`src/rtl/ipdbf_pkg.sv`:
```
// Package with the shared widths, the palette table and the result record type.
package ipdbf_pkg;

	localparam int PIXEL_W = 8;
	localparam int BUS_W   = 8;
	localparam int LEN_W   = 6;

	localparam logic [LEN_W-1:0] COLUMN_BYTES_RESET = 6'd60;

	localparam logic [BUS_W-1:0] BUS_TABLE [16] = '{
		8'd0,  8'd9,  8'd18, 8'd27, 8'd33,  8'd40,  8'd51,  8'd58,
		8'd66, 8'd75, 8'd80, 8'd89, 8'd99, 8'd106, 8'd113, 8'd120
	};

	// One result on its way from the sequencer to the output register.
	typedef struct packed {
		logic [PIXEL_W-1:0] pair;
		logic               is_replay;
		logic               last_result;
		logic               partial_column;
	} res_t;

	function automatic logic [BUS_W-1:0] bus_value(input logic [3:0] idx);
		return BUS_TABLE[idx];
	endfunction

endpackage

```
`src/rtl/ipdbf_if.sv`:
```
// Channel interfaces for the pixel input, the bus output and the configuration write.
interface ipdbf_in_if;
	logic                          valid;
	logic                          ready;
	logic [ipdbf_pkg::PIXEL_W-1:0] pixel_pair;
	logic                          end_of_buffer;

	modport source (output valid, output pixel_pair, output end_of_buffer, input ready);
	modport sink (input valid, input pixel_pair, input end_of_buffer, output ready);
endinterface

interface ipdbf_out_if;
	logic                        valid;
	logic                        ready;
	logic [ipdbf_pkg::BUS_W-1:0] bus_first;
	logic [ipdbf_pkg::BUS_W-1:0] bus_second;
	logic                        is_replay;
	logic                        last_result;
	logic                        partial_column;

	modport source (output valid, output bus_first, output bus_second, output is_replay,
		output last_result, output partial_column, input ready);
	modport sink (input valid, input bus_first, input bus_second, input is_replay,
		input last_result, input partial_column, output ready);
endinterface

interface ipdbf_cfg_if;
	logic                        valid;
	logic                        ready;
	logic [ipdbf_pkg::LEN_W-1:0] column_bytes;

	modport source (output valid, output column_bytes, input ready);
	modport sink (input valid, input column_bytes, output ready);
endinterface

```
`src/rtl/ipdbf_ram.sv`:
```
// Generic single-write, single-read RAM with a registered read port.
module ipdbf_ram #(
	parameter int W = 8,
	parameter int DEPTH = 60,
	localparam int AW = (DEPTH > 1) ? $clog2(DEPTH) : 1
) (
	input  logic          clk,
	input  logic          we,
	input  logic [AW-1:0] waddr,
	input  logic [W-1:0]  wdata,
	input  logic          re,
	input  logic [AW-1:0] raddr,
	output logic [W-1:0]  rdata
);

	logic [W-1:0] mem_q [DEPTH];
	logic [W-1:0] rdata_q;

	always_ff @(posedge clk) begin
		if (we) begin
			mem_q[waddr] <= wdata;
		end
		if (re) begin
			rdata_q <= mem_q[raddr];
		end
	end

	assign rdata = rdata_q;

endmodule

```
`src/rtl/ipdbf_seq.sv`:
```
// Sequencer that takes in pixel bytes, fills the column store and replays full columns.
module ipdbf_seq #(
	parameter int MAX_COLUMN_BYTES = 60,
	localparam int AW = (MAX_COLUMN_BYTES > 1) ? $clog2(MAX_COLUMN_BYTES) : 1
) (
	input  logic                          clk,
	input  logic                          arst_n,
	input  logic [ipdbf_pkg::LEN_W-1:0]   column_bytes,
	input  logic                          pix_valid,
	input  logic [ipdbf_pkg::PIXEL_W-1:0] pix_pair,
	input  logic                          pix_eob,
	output logic                          pix_ready,
	input  logic                          slot_free,
	output logic                          res_load,
	output ipdbf_pkg::res_t               res,
	output logic                          ram_we,
	output logic [AW-1:0]                 ram_waddr,
	output logic                          ram_re,
	output logic [AW-1:0]                 ram_raddr,
	input  logic [ipdbf_pkg::PIXEL_W-1:0] ram_rdata
);
	import ipdbf_pkg::*;

	localparam logic [1:0] ST_IDLE = 2'd0;
	localparam logic [1:0] ST_RD   = 2'd1;
	localparam logic [1:0] ST_EMIT = 2'd2;

	localparam logic [LEN_W-1:0] MAX_LEN = LEN_W'(MAX_COLUMN_BYTES);

	logic [1:0]       state_q;
	logic [LEN_W-1:0] fill_q;
	logic [LEN_W-1:0] cnt_q;
	logic [LEN_W-1:0] idx_q;

	logic [LEN_W-1:0] eff_len;
	logic [LEN_W-1:0] fill_inc;
	logic [LEN_W-1:0] idx_next;
	logic             has_room;
	logic             accept;
	logic             complete;
	logic             replay_last;

	always_comb begin
		if (column_bytes == '0) begin
			eff_len = LEN_W'(1);
		end else if (column_bytes > MAX_LEN) begin
			eff_len = MAX_LEN;
		end else begin
			eff_len = column_bytes;
		end
	end

	assign has_room    = fill_q < MAX_LEN;
	assign fill_inc    = has_room ? fill_q + LEN_W'(1) : fill_q;
	assign complete    = fill_inc >= eff_len;
	assign idx_next    = idx_q + LEN_W'(1);
	assign replay_last = idx_next == cnt_q;

	assign pix_ready = (state_q == ST_IDLE) && slot_free;
	assign accept    = pix_ready && pix_valid;

	assign ram_we    = accept && has_room;
	assign ram_waddr = fill_q[AW-1:0];

	always_comb begin
		res_load  = 1'b0;
		res       = '0;
		ram_re    = 1'b0;
		ram_raddr = idx_q[AW-1:0];
		case (state_q)
			ST_IDLE: begin
				res_load           = accept;
				res.pair           = pix_pair;
				res.last_result    = !complete;
				res.partial_column = !complete && pix_eob;
			end
			ST_RD: begin
				ram_re = 1'b1;
			end
			ST_EMIT: begin
				res_load        = slot_free;
				res.pair        = ram_rdata;
				res.is_replay   = 1'b1;
				res.last_result = replay_last;
				// Fetch the next stored byte as this one leaves.
				ram_re    = slot_free && !replay_last;
				ram_raddr = idx_next[AW-1:0];
			end
			default: begin
				res_load = 1'b0;
			end
		endcase
	end

	always_ff @(posedge clk or negedge arst_n) begin
		if (!arst_n) begin
			state_q <= ST_IDLE;
			fill_q  <= '0;
			cnt_q   <= '0;
			idx_q   <= '0;
		end else begin
			case (state_q)
				ST_IDLE: begin
					if (accept) begin
						if (complete) begin
							cnt_q   <= fill_inc;
							idx_q   <= '0;
							fill_q  <= '0;
							state_q <= ST_RD;
						end else if (pix_eob) begin
							fill_q <= '0;
						end else begin
							fill_q <= fill_inc;
						end
					end
				end
				ST_RD: begin
					state_q <= ST_EMIT;
				end
				ST_EMIT: begin
					if (slot_free) begin
						idx_q <= idx_next;
						if (replay_last) begin
							state_q <= ST_IDLE;
						end
					end
				end
				default: begin
					state_q <= ST_IDLE;
				end
			endcase
		end
	end

endmodule

```
`src/rtl/indexed_pixel_doubling_bus_feeder.sv`:
```
// Top level: configuration register, column store, sequencer and bus output register.
// A byte's direct result is on the bus in the cycle after the byte's transaction. A new byte
// is taken whenever the output register is free and no column is being replayed; a byte that
// completes a column of n bytes holds the input through a store read state, then n replay
// results at one result per cycle out of the registered store read, longer if the bus stalls.
// Reset: sequencer, fill count and output valid clear, column_bytes returns to 60; the
// column store is not cleared, since only entries of the current column are ever read.
module indexed_pixel_doubling_bus_feeder #(
	parameter int MAX_COLUMN_BYTES = 60
) (
	input logic           clk,
	input logic           arst_n,
	ipdbf_cfg_if.sink     cfg,
	ipdbf_in_if.sink      pix,
	ipdbf_out_if.source   bus
);
	import ipdbf_pkg::*;

	localparam int AW = (MAX_COLUMN_BYTES > 1) ? $clog2(MAX_COLUMN_BYTES) : 1;

	// The column length register takes every write transaction at once; the user
	// only writes it while the block is idle.
	logic [LEN_W-1:0] column_bytes_q;

	assign cfg.ready = 1'b1;

	always_ff @(posedge clk or negedge arst_n) begin
		if (!arst_n) begin
			column_bytes_q <= COLUMN_BYTES_RESET;
		end else if (cfg.valid) begin
			column_bytes_q <= cfg.column_bytes;
		end
	end

	// The output register is free when it is empty or its result leaves this cycle.
	logic              out_valid_q;
	logic              slot_free;
	logic              res_load;
	res_t              res;
	logic              ram_we;
	logic [AW-1:0]     ram_waddr;
	logic              ram_re;
	logic [AW-1:0]     ram_raddr;
	logic [PIXEL_W-1:0] ram_rdata;

	assign slot_free = !out_valid_q || bus.ready;

	// The sequencer writes each new byte into the store at the fill position and,
	// once a column is complete, walks the store from its first entry.
	ipdbf_seq #(
		.MAX_COLUMN_BYTES(MAX_COLUMN_BYTES)
	) u_seq (
		.clk         (clk),
		.arst_n      (arst_n),
		.column_bytes(column_bytes_q),
		.pix_valid   (pix.valid),
		.pix_pair    (pix.pixel_pair),
		.pix_eob     (pix.end_of_buffer),
		.pix_ready   (pix.ready),
		.slot_free   (slot_free),
		.res_load    (res_load),
		.res         (res),
		.ram_we      (ram_we),
		.ram_waddr   (ram_waddr),
		.ram_re      (ram_re),
		.ram_raddr   (ram_raddr),
		.ram_rdata   (ram_rdata)
	);

	ipdbf_ram #(
		.W    (PIXEL_W),
		.DEPTH(MAX_COLUMN_BYTES)
	) u_column_store (
		.clk  (clk),
		.we   (ram_we),
		.waddr(ram_waddr),
		.wdata(pix.pixel_pair),
		.re   (ram_re),
		.raddr(ram_raddr),
		.rdata(ram_rdata)
	);

	// The palette lookup maps both nibbles of each byte; direct and replayed bytes both
	// pass through it on their way into the output register.
	logic [BUS_W-1:0] bus_first_q;
	logic [BUS_W-1:0] bus_second_q;
	logic             is_replay_q;
	logic             last_result_q;
	logic             partial_column_q;

	always_ff @(posedge clk or negedge arst_n) begin
		if (!arst_n) begin
			out_valid_q <= 1'b0;
		end else if (res_load) begin
			out_valid_q <= 1'b1;
		end else if (bus.ready) begin
			out_valid_q <= 1'b0;
		end
	end

	always_ff @(posedge clk) begin
		if (res_load) begin
			bus_first_q      <= bus_value(res.pair[3:0]);
			bus_second_q     <= bus_value(res.pair[7:4]);
			is_replay_q      <= res.is_replay;
			last_result_q    <= res.last_result;
			partial_column_q <= res.partial_column;
		end
	end

	assign bus.valid          = out_valid_q;
	assign bus.bus_first      = bus_first_q;
	assign bus.bus_second     = bus_second_q;
	assign bus.is_replay      = is_replay_q;
	assign bus.last_result    = last_result_q;
	assign bus.partial_column = partial_column_q;

endmodule

```
`src/flat_wrapper.sv`:
```
// flat-port wrapper written by rule: the top's interface ports become plain ports
module indexed_pixel_doubling_bus_feeder_flat import ipdbf_pkg::*;
#(
	parameter int MAX_COLUMN_BYTES = 60
)
  (clk, arst_n, cfg_valid, cfg_column_bytes, cfg_ready, pix_valid, pix_pixel_pair, pix_end_of_buffer, pix_ready, bus_valid, bus_bus_first, bus_bus_second, bus_is_replay, bus_last_result, bus_partial_column, bus_ready);
  ipdbf_cfg_if cfg_i ();
  ipdbf_in_if pix_i ();
  ipdbf_out_if bus_i ();
  input logic clk;
  input logic arst_n;
  input wire logic [$bits(cfg_i.valid)-1:0] cfg_valid;
  input wire logic [$bits(cfg_i.column_bytes)-1:0] cfg_column_bytes;
  output wire logic [$bits(cfg_i.ready)-1:0] cfg_ready;
  input wire logic [$bits(pix_i.valid)-1:0] pix_valid;
  input wire logic [$bits(pix_i.pixel_pair)-1:0] pix_pixel_pair;
  input wire logic [$bits(pix_i.end_of_buffer)-1:0] pix_end_of_buffer;
  output wire logic [$bits(pix_i.ready)-1:0] pix_ready;
  output wire logic [$bits(bus_i.valid)-1:0] bus_valid;
  output wire logic [$bits(bus_i.bus_first)-1:0] bus_bus_first;
  output wire logic [$bits(bus_i.bus_second)-1:0] bus_bus_second;
  output wire logic [$bits(bus_i.is_replay)-1:0] bus_is_replay;
  output wire logic [$bits(bus_i.last_result)-1:0] bus_last_result;
  output wire logic [$bits(bus_i.partial_column)-1:0] bus_partial_column;
  input wire logic [$bits(bus_i.ready)-1:0] bus_ready;
  assign cfg_i.valid = cfg_valid;
  assign cfg_i.column_bytes = cfg_column_bytes;
  assign cfg_ready = cfg_i.ready;
  assign pix_i.valid = pix_valid;
  assign pix_i.pixel_pair = pix_pixel_pair;
  assign pix_i.end_of_buffer = pix_end_of_buffer;
  assign pix_ready = pix_i.ready;
  assign bus_valid = bus_i.valid;
  assign bus_bus_first = bus_i.bus_first;
  assign bus_bus_second = bus_i.bus_second;
  assign bus_is_replay = bus_i.is_replay;
  assign bus_last_result = bus_i.last_result;
  assign bus_partial_column = bus_i.partial_column;
  assign bus_i.ready = bus_ready;
  indexed_pixel_doubling_bus_feeder #(.MAX_COLUMN_BYTES(MAX_COLUMN_BYTES)) u_core (.clk(clk), .arst_n(arst_n), .cfg(cfg_i), .pix(pix_i), .bus(bus_i));
endmodule
```
`config.mk`:
```
export PLATFORM = sky130hd
export DESIGN_NAME = indexed_pixel_doubling_bus_feeder_flat
export DESIGN_NICKNAME = d
export VERILOG_FILES = /design/src/rtl/ipdbf_pkg.sv /design/src/rtl/ipdbf_if.sv /design/src/rtl/ipdbf_ram.sv /design/src/rtl/ipdbf_seq.sv /design/src/rtl/indexed_pixel_doubling_bus_feeder.sv /design/src/flat_wrapper.sv
export SDC_FILE = /design/constraint.sdc
export NUM_CORES = 1
export LEC_CHECK = 0
export BUFFER_PORTS_ARGS = -buffer_cell sky130_fd_sc_hd__buf_2
export CORE_MARGIN = 2
export CORE_UTILIZATION = 70
export CTS_BUF_LIST = sky130_fd_sc_hd__clkbuf_8
export CTS_CLUSTER_SIZE = 12
export DETAILED_ROUTE_END_ITERATION = 8
export GPL_TIMING_DRIVEN = 0
export HOLD_SLACK_MARGIN = 0.12
export PLACE_DENSITY = 0.93
export SKIP_LAST_GASP = 1
export SYNTH_ARGS = -nofsm -noshare
export SYNTH_HDL_FRONTEND = slang
export SYNTH_SLANG_ARGS = --single-unit
```
`constraint.sdc`:
```
create_clock -name clk -period 6.7 [get_ports clk]
set_clock_uncertainty 0.2 [all_clocks]
set_input_delay 0.335 -clock clk [delete_from_list [all_inputs] [get_ports clk]]
set_output_delay 0.335 -clock clk [all_outputs]
set_load 0.01 [all_outputs]
```
# After elaboration in Yosys (flattened, before gate mapping)

Memory sizes are Yosys's and may differ from the RTL's. A register that Yosys moved wholly into a read port is not among the register bits.
Cells that the tools add are included.

Register bits after elaboration: 30
Bits in writable memories: 480
ROM bits: 256
Output and inout port bits: 22
Memories: 3

Memories:

| name                        | depth | width | read ports | clocked after Yosys merged registers in | wr ports | line            | text |
|---|---|---|---|---|---|---|---|
| u_core.u_column_store.mem_q | 60    | 8     | 1          | 1                                       | 1        | ipdbf_ram.sv:16 | `logic [W-1:0] mem_q [DEPTH];` |
| (name not given)            | 16    | 8     | 1          | 1                                       | 0        | ipdbf_pkg.sv:24 | `return BUS_TABLE[idx];` |
| (name not given)            | 16    | 8     | 1          | 1                                       | 0        | ipdbf_pkg.sv:24 |  |

Add/subtract/negate cells: 2
$lt $le $gt $ge: 3
Eq/ne operators: 7
Multiplexer cells: 24
Bitwise logic cells: 2
Reductions and logical operators: 17

Operator list:

| kind                  | number |
|---|---|
| $mux W6               | 9 |
| $pmux W8 S2           | 1 |
| $add A6 B1 Y6 const B | 2 |
| $pmux W6 S2           | 1 |
| $not A4 Y5            | 2 |
| $mux W2               | 4 |
| $ne A2 B2 Y1 const B  | 4 |
| $reduce_and A4 Y1     | 2 |
| $eq A6 B6 Y1          | 1 |
| $ge A6 B6 Y1          | 1 |
| $gt A6 B6 Y1 const B  | 1 |
| $logic_not A6 Y1      | 1 |
| $lt A6 B6 Y1 const B  | 1 |
| $pmux W1 S2           | 3 |
| $pmux W2 S3           | 1 |
| $logic_and A1 B1 Y1   | 5 |
| $mux W1               | 5 |
| $reduce_bool A2 Y1    | 2 |
| $logic_not A1 Y1      | 3 |
| $reduce_and A3 Y1     | 1 |
| $eq A2 B1 Y1 const B  | 1 |
| $eq A2 B2 Y1 const B  | 1 |
| $logic_not A2 Y1      | 1 |
| $reduce_and A2 Y1     | 1 |
| $logic_or A1 B1 Y1    | 1 |

# Logic depth before layout (Yosys ltp)

Gate-level depths: netlist of the first run.

Depth in word-level cells: 7
Mapped depth: 14

# Modules after synthesis

From an unflattened synthesis of the first run, not the netlist that was laid out.

Cells, all modules: 1127
Area, all modules: 21760.9 µm²

Modules (own cells, without submodules):

| module                            | instances | cells each | area each (µm²) |
|---|---|---|---|
| ipdbf_ram                         | 1         | 925        | 19319.8 |
| ipdbf_seq                         | 1         | 160        | 1616.6 |
| indexed_pixel_doubling_bus_feeder | 1         | 42         | 824.5 |

# Least setup slack after synthesis of the first run

OpenSTA, ideal clock, no wires.

Path type: register to register
From: register u_core.u_seq.state_q[0]
To: register u_core.u_column_store.rdata_q[0] (netlist: u_core.u_column_store.rdata[0]) (read register of u_core.u_column_store.mem_q) (data pin)
Data arrival time: 2.757 ns
Data required time: 6.228 ns
Path slack: 3.471 ns
Stages on the path, launching flop included: 12
Path buffers: 5
Period minus slack after synthesis: 3.229 ns
Cells stage by stage: dfrtp_1 > inv_1 > ha_1 > ha_1 > buf_2 > buf_4 > buf_2 > buf_4 > buf_4 > mux2i_1 > o22ai_1 > or4_1

Cells in the longest elaborated chain, start to end: 2
Elaborated cells on any way between the ends: 4
Classes of those cells: 2 x eq/ne; 2 x mux

Ends and longest elaborated chain:

| item                                                | line             | text |
|---|---|---|
| start, declared                                     | ipdbf_seq.sv:30  | `logic [1:0] state_q;` |
| start signal, assigned                              | ipdbf_seq.sv:97  | `state_q <= ST_IDLE;` |
| start signal, assigned                              | ipdbf_seq.sv:109 | `state_q <= ST_RD;` |
| start signal, assigned                              | ipdbf_seq.sv:118 | `state_q <= ST_EMIT;` |
| $eq A2 B2 Y1 / $eq A2 B1 Y1 (equally long branches) | ipdbf_seq.sv:70  | `case (state_q)` |
| $pmux W1 S2 / $mux W6 (equally long branches)       | ipdbf_seq.sv:70  |  |
| end, declared                                       | ipdbf_ram.sv:17  | `logic [W-1:0] rdata_q;` |

Several ways; a longest one is shown, not always the timed one.
A chain may end at the register's enable or synchronous reset.

# Worst setup path after layout of the first run

From: register u_core.u_seq.idx_q[0]
To: register u_core.u_column_store.rdata_q[1] (netlist: u_core.u_column_store.rdata[1]) (read register of u_core.u_column_store.mem_q) (data pin)

Cells in the longest elaborated chain, start to end: 5
Elaborated cells on any way between the ends: 6
Classes of those cells: 1 x add/sub; 1 x eq/ne; 2 x mux; 2 x reduce/logical

Ends and longest elaborated chain:

| item                   | line             | text |
|---|---|---|
| start, declared        | ipdbf_seq.sv:33  | `logic [LEN_W-1:0] idx_q;` |
| start signal, assigned | ipdbf_seq.sv:122 | `idx_q <= idx_next;` |
| $add A6 B1 Y6          | ipdbf_seq.sv:56  | `assign idx_next = idx_q + LEN_W'(1);` |
| $eq A6 B6 Y1           | ipdbf_seq.sv:57  | `assign replay_last = idx_next == cnt_q;` |
| $logic_not A1 Y1       | ipdbf_seq.sv:86  | `ram_re = slot_free && !replay_last;` |
| $logic_and A1 B1 Y1    | ipdbf_seq.sv:86  |  |
| $pmux W1 S2            | ipdbf_seq.sv:70  |  |

Several ways; a longest one is shown, not always the timed one.

==> results of run 1 <==
cell usage in the layout (no fill, tap or decap), types with 11 or more instances in the layout:
cell / count
buf_4: 22
dfrtp_1: 23
mux2_2: 11
o21ai_0: 20
edfxtp_1: 503
mux2i_1: 61
nand2_1: 36
inv_1: 39
clkbuf_1: 14
a21oi_1: 16
dlygate4sd3_1: 22
a22o_1: 16
mux4_2: 115
ha_1: 12
nand3_1: 24
o22ai_1: 11
buf_2: 48
xor2_1: 11
clkbuf_8: 79
clkinv_1: 17
nor2_1: 79
repair_timing:
item / 4_1_cts / 5_1_grt
hold buffers: 22 / 0
endpoints found under the hold margin: 42 / 0
gates resized for setup: 0 / 0
registers in the layout, indices dropped and copies added, names as in the netlist, 2 cells and up:
signal	cells
u_core.u_seq.state_q	2
u_core.bus.bus_second	6
u_core.column_bytes_q	6
u_core.u_seq.cnt_q	6
u_core.u_seq.ram_waddr	6
u_core.bus.bus_first	6
u_core.u_seq.idx_q	6
u_core.u_column_store.rdata	8
u_core.u_column_store.mem_q	480
per-stage QoR:
stage          area [µm²]  hold WS, ns  utilization  total power (W)
6_report            23800        0.321        0.784          0.00825
5_1_grt             23800        0.351        0.784          0.00846
4_1_cts             23800        0.301        0.784          0.00819
3_5_place_dp        22100        0.177        0.727          0.00569
3_3_place_gp        22100        0.165        0.727          0.00559
2_1_floorplan       21400       -0.161            -          0.00511
cell families (layout without fill, tap and decap cells):
kind of cell / Yosys count / in the layout
xor+xnor: 21 / 21
other cells: 2 / 5
compound gates: 96 / 96
mux: 187 / 187
buf+inv: 73 / 271
fa+ha+maj: 12 / 12
flops: 530 / 530
simple gates: 183 / 183
report_power, final:
part           leakage [nW]  total, W  switching (W)  internal [W]
clock network         0.855   0.00253        0.00125       0.00127
registers              4.88   0.00380      0.0000428       0.00376
logic                  2.52   0.00192        0.00112      0.000802
total                  8.25   0.00825        0.00241       0.00583
path summary, 6_finish.rpt:
kind                                                                 to  slack, ns  cells after the start
min in group asynchronous          u_core.column_bytes_q[3]$_DFFE_PN1P_       0.60                      3
max in group asynchronous             u_core.u_seq.cnt_q[0]$_DFFE_PN0P_       4.17                      4
min                        u_core.u_column_store.mem_q[55][4]$_DFFE_PP_       0.32                      1
max                            u_core.u_column_store.rdata[1]$_DFFE_PP_       2.25                     11
max reg2reg                    u_core.u_column_store.rdata[1]$_DFFE_PP_       2.25                     11
min reg2reg                           u_core.u_seq.cnt_q[3]$_DFFE_PN0P_       0.35                      1
worst max-delay path, cell delays in order (launching register included):
cell	delay (ns)
dfrtp_1	0.36
clkbuf_1	0.30
inv_1	0.11
ha_1	0.31
buf_2	0.22
buf_4	0.26
buf_2	0.48
buf_4	0.36
buf_4	0.33
mux2i_1	0.27
o22ai_1	0.26
or4_1	0.67
area by class of cell:
cell class,count,area [µm²],share of cell area
clock inverter,62,403,0.0169
sequential,530,15800,0.664
buffer,59,380,0.0160
inverter,14,52.6,0.00221
timing repair buffer,57,395,0.0166
tap,396,495,0.0208
clock buffer,79,1090,0.0457
multi-input combinational,504,5190,0.218
layer usage:
layer,share of wire,GRT usage
met4,0.061,0.182
met3,0.13,0.101
met1,0.33,0.442
met5,0.00025,0
met2,0.48,0.541
==> metrics.txt, run 1 <==
Post-synth EDFFs 503; top cells by count, synth edfxtp_1 (503), mux4_2 (115), nor2_1 (79); Die X 179 µm; setup violators final 0; dominant combinational cell family by area after synthesis multiplexers; antenna fix cells 0; CP startpoint u_core.u_seq.idx_q[0]$_DFFE_PN0P_; proportion of layout cells with a drive suffix above 1 0.239; Unique masters post-synth 53; PortBufs 35; first-pass GRT wire length 77.1 mm; vias in the first global route 12,180; CP Data Required Time about 6.8 ns; Layout area overhead 11.2%; Tcrit/Tclk final 0.664; Pleak 8.25 nW; Die Height about 180 µm; top-area cell type share of the netlist area 0.706; Area contributors post-synth edfxtp_1 (71%), mux4_2 (12%), mux2i_1 (2.9%), dfrtp_1 (2.7%), nor2_1 (1.4%); post-synthesis mux area share 0.155; Post-Syn Area 21,400 µm²; cell total after placement 1,538; Mean Syn Cell Area 19.4 µm²; drt first-iter violations 2,255; Simple-Gate Fraction of Synth Area 0.0395; Synth Register Bits 530; Clock Tree Buf Depth 3; Die Area 32,000 µm²; dominant synthesized flop cell edfxtp_1; post-synthesis xor/xnor area fraction 0.00895; gr ovfl total 0; Synth area leader edfxtp_1; Vias/cell 7.16; clock root buffer clkbuf_8; Worst Setup End Kind flip-flop; FMAX 225 MHz; worst setup margin 2.25 ns; sequential share of the synthesized area 0.738; DRT Pass-1 Iters 8; Setup WS pre-CTS 2.46 ns; Setup Fix Bufs, Post-CTS 0; largest net degree at the start of global routing 62; maximum vdd drop 0.000315 V; GRT Resource Usage Total 0.344; cell count after synthesis 1,104; CTS tree built; Slew @ Worst Pin around 1.2 ns; Synth Area in Compound Gates 0.0308; GP Congestion 0.939; Max FO, Critical Path 10; setup TNS 0 ns; fin. max-slew vios 0; status complete, no violations; Clk pin slew, worst setup/hold paths 0.07 ns; HPWL Detailed 32.5 mm; Final Hold Viols 0; Starting Density 0.705; WP data arrival 4.58 ns; fillers 1,336; WL per Instance ~31 µm; final cell count without fillers 1,701; Max Cap Viol 0; Post-Synth Adder-Cell Area 0.00702; initial antenna violation count 1; H-tree levels 3; Synth Warn # 0; row cnt 64; min Tclk post-route 4.45 ns; DR DRC count 0; clk sink count 530; Final ANT Viol Nets 0; DR vias between 10,000 and 15,000; core area 30,300 µm²; type of element launching the critical path flip-flop; power per standard cell area 347 nW/µm²; number of CTS-inserted buffers 79; HP Start pix_pixel_pair[4]; I/O Pins 42; detailed-route wire length 52.8 mm; critical path type flip-flop to flip-flop; Reg-to-Reg Start u_core.u_seq.idx_q[0]$_DFFE_PN0P_; Worst Hold Class primary input to flip-flop; Rel. slew slack 0.195; FFs w/ async S/R, synth 0.0509; most common cell in the netlist edfxtp_1; Nets 1,277; RSZ-0062 raised after global routing false; worst skew pair latency 0.63 ns
(Power assumes the default switching activity.)
==> run 2: changes to the inputs <==
--- a/config.mk
+++ b/config.mk
@@ -7,13 +7,13 @@
 export LEC_CHECK = 0
 export BUFFER_PORTS_ARGS = -buffer_cell sky130_fd_sc_hd__buf_2
 export CORE_MARGIN = 2
-export CORE_UTILIZATION = 70
+export CORE_UTILIZATION = 65
 export CTS_BUF_LIST = sky130_fd_sc_hd__clkbuf_8
 export CTS_CLUSTER_SIZE = 12
 export DETAILED_ROUTE_END_ITERATION = 8
 export GPL_TIMING_DRIVEN = 0
 export HOLD_SLACK_MARGIN = 0.12
-export PLACE_DENSITY = 0.93
+export PLACE_DENSITY = 0.87
 export SKIP_LAST_GASP = 1
 export SYNTH_ARGS = -nofsm -noshare
 export SYNTH_HDL_FRONTEND = slang
==> constraint.sdc (replaced) <==
create_clock -name clk -period 4.4 [get_ports clk]
set_clock_uncertainty 0.2 [all_clocks]
set_input_delay 0.22 -clock clk [delete_from_list [all_inputs] [get_ports clk]]
set_output_delay 0.22 -clock clk [all_outputs]
set_load 0.01 [all_outputs]
==> run 2 against run 1 <==
  * First-iteration DRC count fell by 28%
  * Sequential power grew 52%
  * Combinational power is 48% higher
  * Die area is 7.5% higher
  * Core utilization is 5.2 points lower
  * Worst setup slack got worse by 2.0 ns
==> metrics.txt, run 2 (synthesized netlist as in run 1, its figures left out) <==
status complete, no violations; Rel. slew slack 0.205; antenna fix cells 0; HPWL Detailed approximately 30 mm; HP Start pix_pixel_pair[4]; setup TNS 0 ns; hold depth 1; power per standard cell area around 510 nW/µm²; fin. max-slew vios 0; drt first-iter violations 1,618; Setup Fix Bufs, Post-CTS 0; post-CTS resize count 0; Reg-to-Reg Start u_core.u_seq.state_q[0]$_DFFE_PN0P_; Slew @ Worst Pin 1.19 ns; min Tclk post-route 4.18 ns; critical path type flip-flop to flip-flop; Max FO, Critical Path 10; Final Hold Viols 0; Max Cap Viol 0; fillers 1,790; proportion of layout cells with a drive suffix above 1 0.235; vias in the first global route 11,645; GRT Resource Usage Total 0.286; WP data arrival 4.31 ns; initial antenna violation count 0; met2 Use GR 0.437; Tcrit/Tclk final 0.949; gr ovfl total 0; setup violators final 0; CP Data Required Time 4.54 ns; row cnt 66; I/O Pins between 40 and 50; Clk pin slew, worst setup/hold paths 0.06 ns; Worst Setup End Kind flip-flop; Die Area 34,400 µm²; Pleak 8.22 nW; FMAX 239 MHz; Vias/cell ~6.7; reg2reg path depth 12; type of element launching the critical path flip-flop; CTS tree built; PortBufs 35; maximum vdd drop approximately 0.00026 V; number of CTS-inserted buffers 80; most common cell type on the critical path buf_4; worst setup margin roughly 0.22 ns; clk sink count 530; H-tree levels 3; first-pass GRT wire length 70.4 mm; met1 usage 0.405; RSZ-0062 raised after global routing false; Die Height 185 µm; CP cell instances inv_1, ha_1, ha_1, buf_2, buf_4, buf_4, buf_4, mux4_2, mux2i_1, o221ai_1, a22oi_1, nand3_1; largest reg by FF count u_core.u_column_store.mem_q; DR DRC count 0; core area ~32,000 µm²; Final ANT Viol Nets 0; GP Congestion roughly 0.98; WHS Endpoint u_core.u_column_store.mem_q[59][4]$_DFFE_PP_; clock root buffer clkbuf_8; Slowest cell on crit path mux4_2; FF-to-FF setup slack 0.22 ns; Starting Density 0.659; Nets ~1,300; WL per Instance 27.2 µm; DRT Pass-1 Iters 8; Clock Tree Buf Depth 3; Setup WS pre-CTS 0.201 ns; detailed-route wire length between 40 and 50 mm; Worst R2R End u_core.u_column_store.rdata[4]$_DFFE_PP_; DR vias between 10,000 and 15,000; worst skew pair latency 0.65 ns; Die X between 150 and 200 µm; largest net degree at the start of global routing 62; slowest stage delay, CP 0.54 ns; max reg flops 480; Final Power 0.0122 W; grt peak-use layer met2; Worst Hold Class primary input to flip-flop; most common cell after layout, fill and taps aside edfxtp_1; Layout area overhead 11.1%; most frequent cells in the layout edfxtp_1 (503), mux4_2 (115), clkbuf_8 (81), nor2_1 (79), mux2i_1 (61); Fin Hold WS 0.163 ns; M3 GR Usage 0.0596
==> run 2: cell count changes in the layout (fill, tap and decap cells not counted), sizes merged <==
cell / change
clkinv: +1
clkbuf: +2
bufinv: -4
clkinvlp: -1
inv: +1
==> run 2: how the worst max path moves through the flow <==
| stage | end | start | cells past startpoint |
|---|---|---|---|
| after CTS | u_core.u_column_store.rdata[0]$_DFFE_PP_ | u_core.u_seq.state_q[0]$_DFFE_PN0P_ | 11 |
| after global routing | u_core.u_column_store.rdata[4]$_DFFE_PP_ | u_core.u_seq.state_q[0]$_DFFE_PN0P_ | 12 |
| after detailed placement | u_core.u_column_store.rdata[3]$_DFFE_PP_ | u_core.u_seq.state_q[0]$_DFFE_PN0P_ | 11 |
| after floorplan | u_core.u_column_store.rdata[0]$_DFFE_PP_ | u_core.u_seq.state_q[0]$_DFFE_PN0P_ | 11 |
| final | u_core.u_column_store.rdata[4]$_DFFE_PP_ | u_core.u_seq.state_q[0]$_DFFE_PN0P_ | 12 |
| after global placement | u_core.u_column_store.rdata[3]$_DFFE_PP_ | u_core.u_seq.state_q[0]$_DFFE_PN0P_ | 11 |
==> run 2: final cells by class <==
type | instances | area, µm² | area share
timing repair buffer | 58 | 415 | 0.0175
clock buffer | 81 | 1110 | 0.0469
buffer | 58 | 375 | 0.0158
tap | 442 | 553 | 0.0233
inverter | 14 | 52.6 | 0.00221
sequential | 530 | 15800 | 0.664
clock inverter | 59 | 277 | 0.0116
multi-input combinational | 504 | 5190 | 0.218
==> run 2: through the flow <==
| step | std cells | cell area (µm²) | utilization |
|---|---|---|---|
| after floorplan | 1107 | 21400 | - |
| after global placement | 1584 | 22100 | 0.682 |
| after detailed placement | 1584 | 22100 | 0.682 |
| after CTS | 1747 | 23800 | 0.732 |
| after global routing | 1746 | 23800 | 0.732 |
| final | 1746 | 23800 | 0.732 |
==> run 2: critical path: cells and delay by family, from the launching register on <==
kind | cells | cell delay [ns]
AOI/OAI and AO/OA | 2 | 0.49
adders and majority gates | 2 | 0.64
buffers and inverters | 5 | 1.18
DFF | 1 | 0.39
muxes | 2 | 0.82
and+or+nand+nor | 1 | 0.16
==> run 2: power by group <==
part / internal (W) / total [W] / switching, W
Clock: 0.00173 / 0.00359 / 0.00186
Sequential: 0.00572 / 0.00579 / 0.0000632
Combinational: 0.00122 / 0.00284 / 0.00163
==> run 2: per-layer routing <==
metal  up-vias  share of wire  wire length [µm]
met1      5854           0.38             17800
met5         -              0                 0
met4         0          0.044              2100
met3       151           0.11              5150
li1       4757              -                 -
met2       862           0.47             22400
==> run 2: what timing repair did <==
item	CTS	global route
endpoints found under the setup margin	0	3
hold buffers	23	0
endpoints found under the hold margin	49	0
==> run 3: changes to the inputs <==
--- a/config.mk
+++ b/config.mk
@@ -8,12 +8,12 @@
 export BUFFER_PORTS_ARGS = -buffer_cell sky130_fd_sc_hd__buf_2
 export CORE_MARGIN = 2
 export CORE_UTILIZATION = 65
-export CTS_BUF_LIST = sky130_fd_sc_hd__clkbuf_8
+export CTS_BUF_LIST = sky130_fd_sc_hd__clkbuf_4 sky130_fd_sc_hd__clkbuf_8
 export CTS_CLUSTER_SIZE = 12
 export DETAILED_ROUTE_END_ITERATION = 8
 export GPL_TIMING_DRIVEN = 0
 export HOLD_SLACK_MARGIN = 0.12
-export PLACE_DENSITY = 0.87
+export PLACE_DENSITY = 0.82
 export SKIP_LAST_GASP = 1
 export SYNTH_ARGS = -nofsm -noshare
 export SYNTH_HDL_FRONTEND = slang
==> run 3 against run 2 <==
  * Final cell count increased by 0.11%
  * Critical endpoint is now u_core.u_column_store.rdata[0]$_DFFE_PP_
  * Cell area increased by 0.66%
  * Register-to-register slack is essentially flat
  * First-iteration DRC count shrank 3.3%
  * Critical path type unchanged
==> metrics.txt, run 3 (synthesized netlist as in run 1, its figures left out) <==
Clock Tree Buf Depth 3; most common cell after layout, fill and taps aside edfxtp_1; Starting Density 0.659; most frequent cells in the layout edfxtp_1 (503), mux4_2 (115), clkbuf_8 (86), nor2_1 (79), mux2i_1 (61); antenna fix cells 0; Layout area overhead 11.8%; Worst Setup End Kind flip-flop; largest reg by FF count u_core.u_column_store.mem_q; GP Congestion just over 0.9; Vias/cell 6.56; DR DRC count 0; setup violators final 0; DR vias 11,463; worst skew pair latency 0.60 ns; HPWL Detailed 30.5 mm; Clk pin slew, worst setup/hold paths 0.06 ns; fin. max-slew vios 0; gr ovfl total 0; Reg-to-Reg Start u_core.u_seq.state_q[0]$_DFFE_PN0P_; Die Area 34,400 µm²; Crit path max-delay family buffers and inverters; CP Data Required Time 4.52 ns; RSZ-0062 raised after global routing false; first-pass GRT wire length 71.1 mm; Die Height roughly 190 µm; Nets 1,279; proportion of layout cells with a drive suffix above 1 0.256; DRT Pass-1 Iters 6; drt first-iter violations around 1,600; min Tclk post-route 4.18 ns; Die X 185 µm; Worst Hold Class primary input to flip-flop; I/O Pins 42; PortBufs 35; power per standard cell area ~520 nW/µm²; Levels on crit path 11; FF-to-FF setup slack 0.22 ns; type of element launching the critical path flip-flop; Rel. slew slack 0.165; Pleak 8.22 nW; FMAX 239 MHz; Setup Fix Bufs, Post-CTS 0; most common cell type on the critical path inv_1; H-tree levels 3; largest net degree at the start of global routing 62; CP cell instances inv_1, ha_1, buf_6, inv_1, a21boi_2, buf_4, clkbuf_1, mux4_2, mux2i_1, o22ai_1, or4_1; setup TNS 0 ns; slowest stage delay, CP 0.50 ns; Slowest cell on crit path clkbuf_1; reg2reg path depth 11; Max Cap Viol 0; Worst R2R End u_core.u_column_store.rdata[0]$_DFFE_PP_; clk sink count 530; Fin Hold WS 0.196 ns; max reg flops 480; GRT Resource Usage Total 0.292; WL per Instance between 20 and 30 µm; CTS tree built; Slew @ Worst Pin ~1.3 ns; status complete, no violations; row cnt 66; Final Power 0.0125 W; core area approximately 32,000 µm²; WP data arrival 4.30 ns; Final ANT Viol Nets 0; maximum vdd drop 0.000319 V; critical path endpoint u_core.u_column_store.rdata[0]$_DFFE_PP_; detailed-route wire length 48.2 mm; Final Hold Viols 0; initial antenna violation count 0; critical path type flip-flop to flip-flop; CP startpoint u_core.u_seq.state_q[0]$_DFFE_PN0P_; number of CTS-inserted buffers 81; vias in the first global route 11,482; Tcrit/Tclk final 0.950; Max FO, Critical Path 10; Worst Path Buf+Inv 5; clock root buffer clkbuf_8
-- run 3: cell types whose count changed in the layout (fill, tap and decap cells not counted), sizes merged --
cell	previous run	this run
inv	44	14
dlygate4sd3	22	23
clkinv	29	26
bufinv	0	2
clkinvlp	0	2
clkbuf	95	126
buf	80	79
-- run 3: worst min-delay path by stage --
stage	depth (start not counted)	startpoint	end	slack, ns
2_1_floorplan	0	arst_n	u_core.bus.valid$_DFFE_PN0P_	-0.28
3_3_place_gp	1	arst_n	u_core.column_bytes_q[1]$_DFFE_PN0P_	0.06
3_5_place_dp	1	arst_n	u_core.u_seq.cnt_q[4]$_DFFE_PN0P_	0.07
4_1_cts	1	pix_pixel_pair[6]	u_core.u_column_store.mem_q[20][6]$_DFFE_PP_	0.17
5_1_grt	1	pix_pixel_pair[6]	u_core.u_column_store.mem_q[20][6]$_DFFE_PP_	0.23
6_report	1	pix_pixel_pair[6]	u_core.u_column_store.mem_q[20][6]$_DFFE_PP_	0.20
-- run 3: metal layers --
| layer | up-vias | GRT usage | routed length [µm] |
|---|---|---|---|
| li1 | 4778 | - | - |
| met1 | 5820 | 0.403 | 18100 |
| met2 | 745 | 0.459 | 23200 |
| met3 | 120 | 0.0741 | 5190 |
| met4 | 0 | 0.109 | 1700 |
| met5 | - | 0 | 0 |
-- run 3: final cells by class --
cell class	count	area [µm²]
clock inverters	30	180
plain buffers	58	375
fillers	1826	8530
well taps	442	553
flip-flops and latches	530	15800
multi-input cells	504	5190
clock buffers	112	1380
repair buffers	58	405
inverters	14	52.6
-- run 3: through the flow --
stage                     cell area, µm²  instances   util  worst slack (ns)
after floorplan                    21400       1107      -              1.17
after global placement             22100       1584  0.682             0.159
after detailed placement           22100       1584  0.682             0.167
after CTS                          23900       1749  0.737            0.0907
after global routing               23900       1748  0.737            0.0670
final                              23900       1748  0.737             0.219
-- run 3: timing repair --
action,4_1_cts,5_1_grt
setup endpoints to repair,0,3
hold buffers,23,0
endpoints found under the hold margin,44,0
gates resized for setup,0,0
-- run 3: power by group --
group	leakage, nW	internal, W	switching, W
Clock	0.821	0.00213	0.00178
Combinational	2.52	0.00122	0.00161
Sequential	4.88	0.00572	0.0000594
Total	8.22	0.00908	0.00345
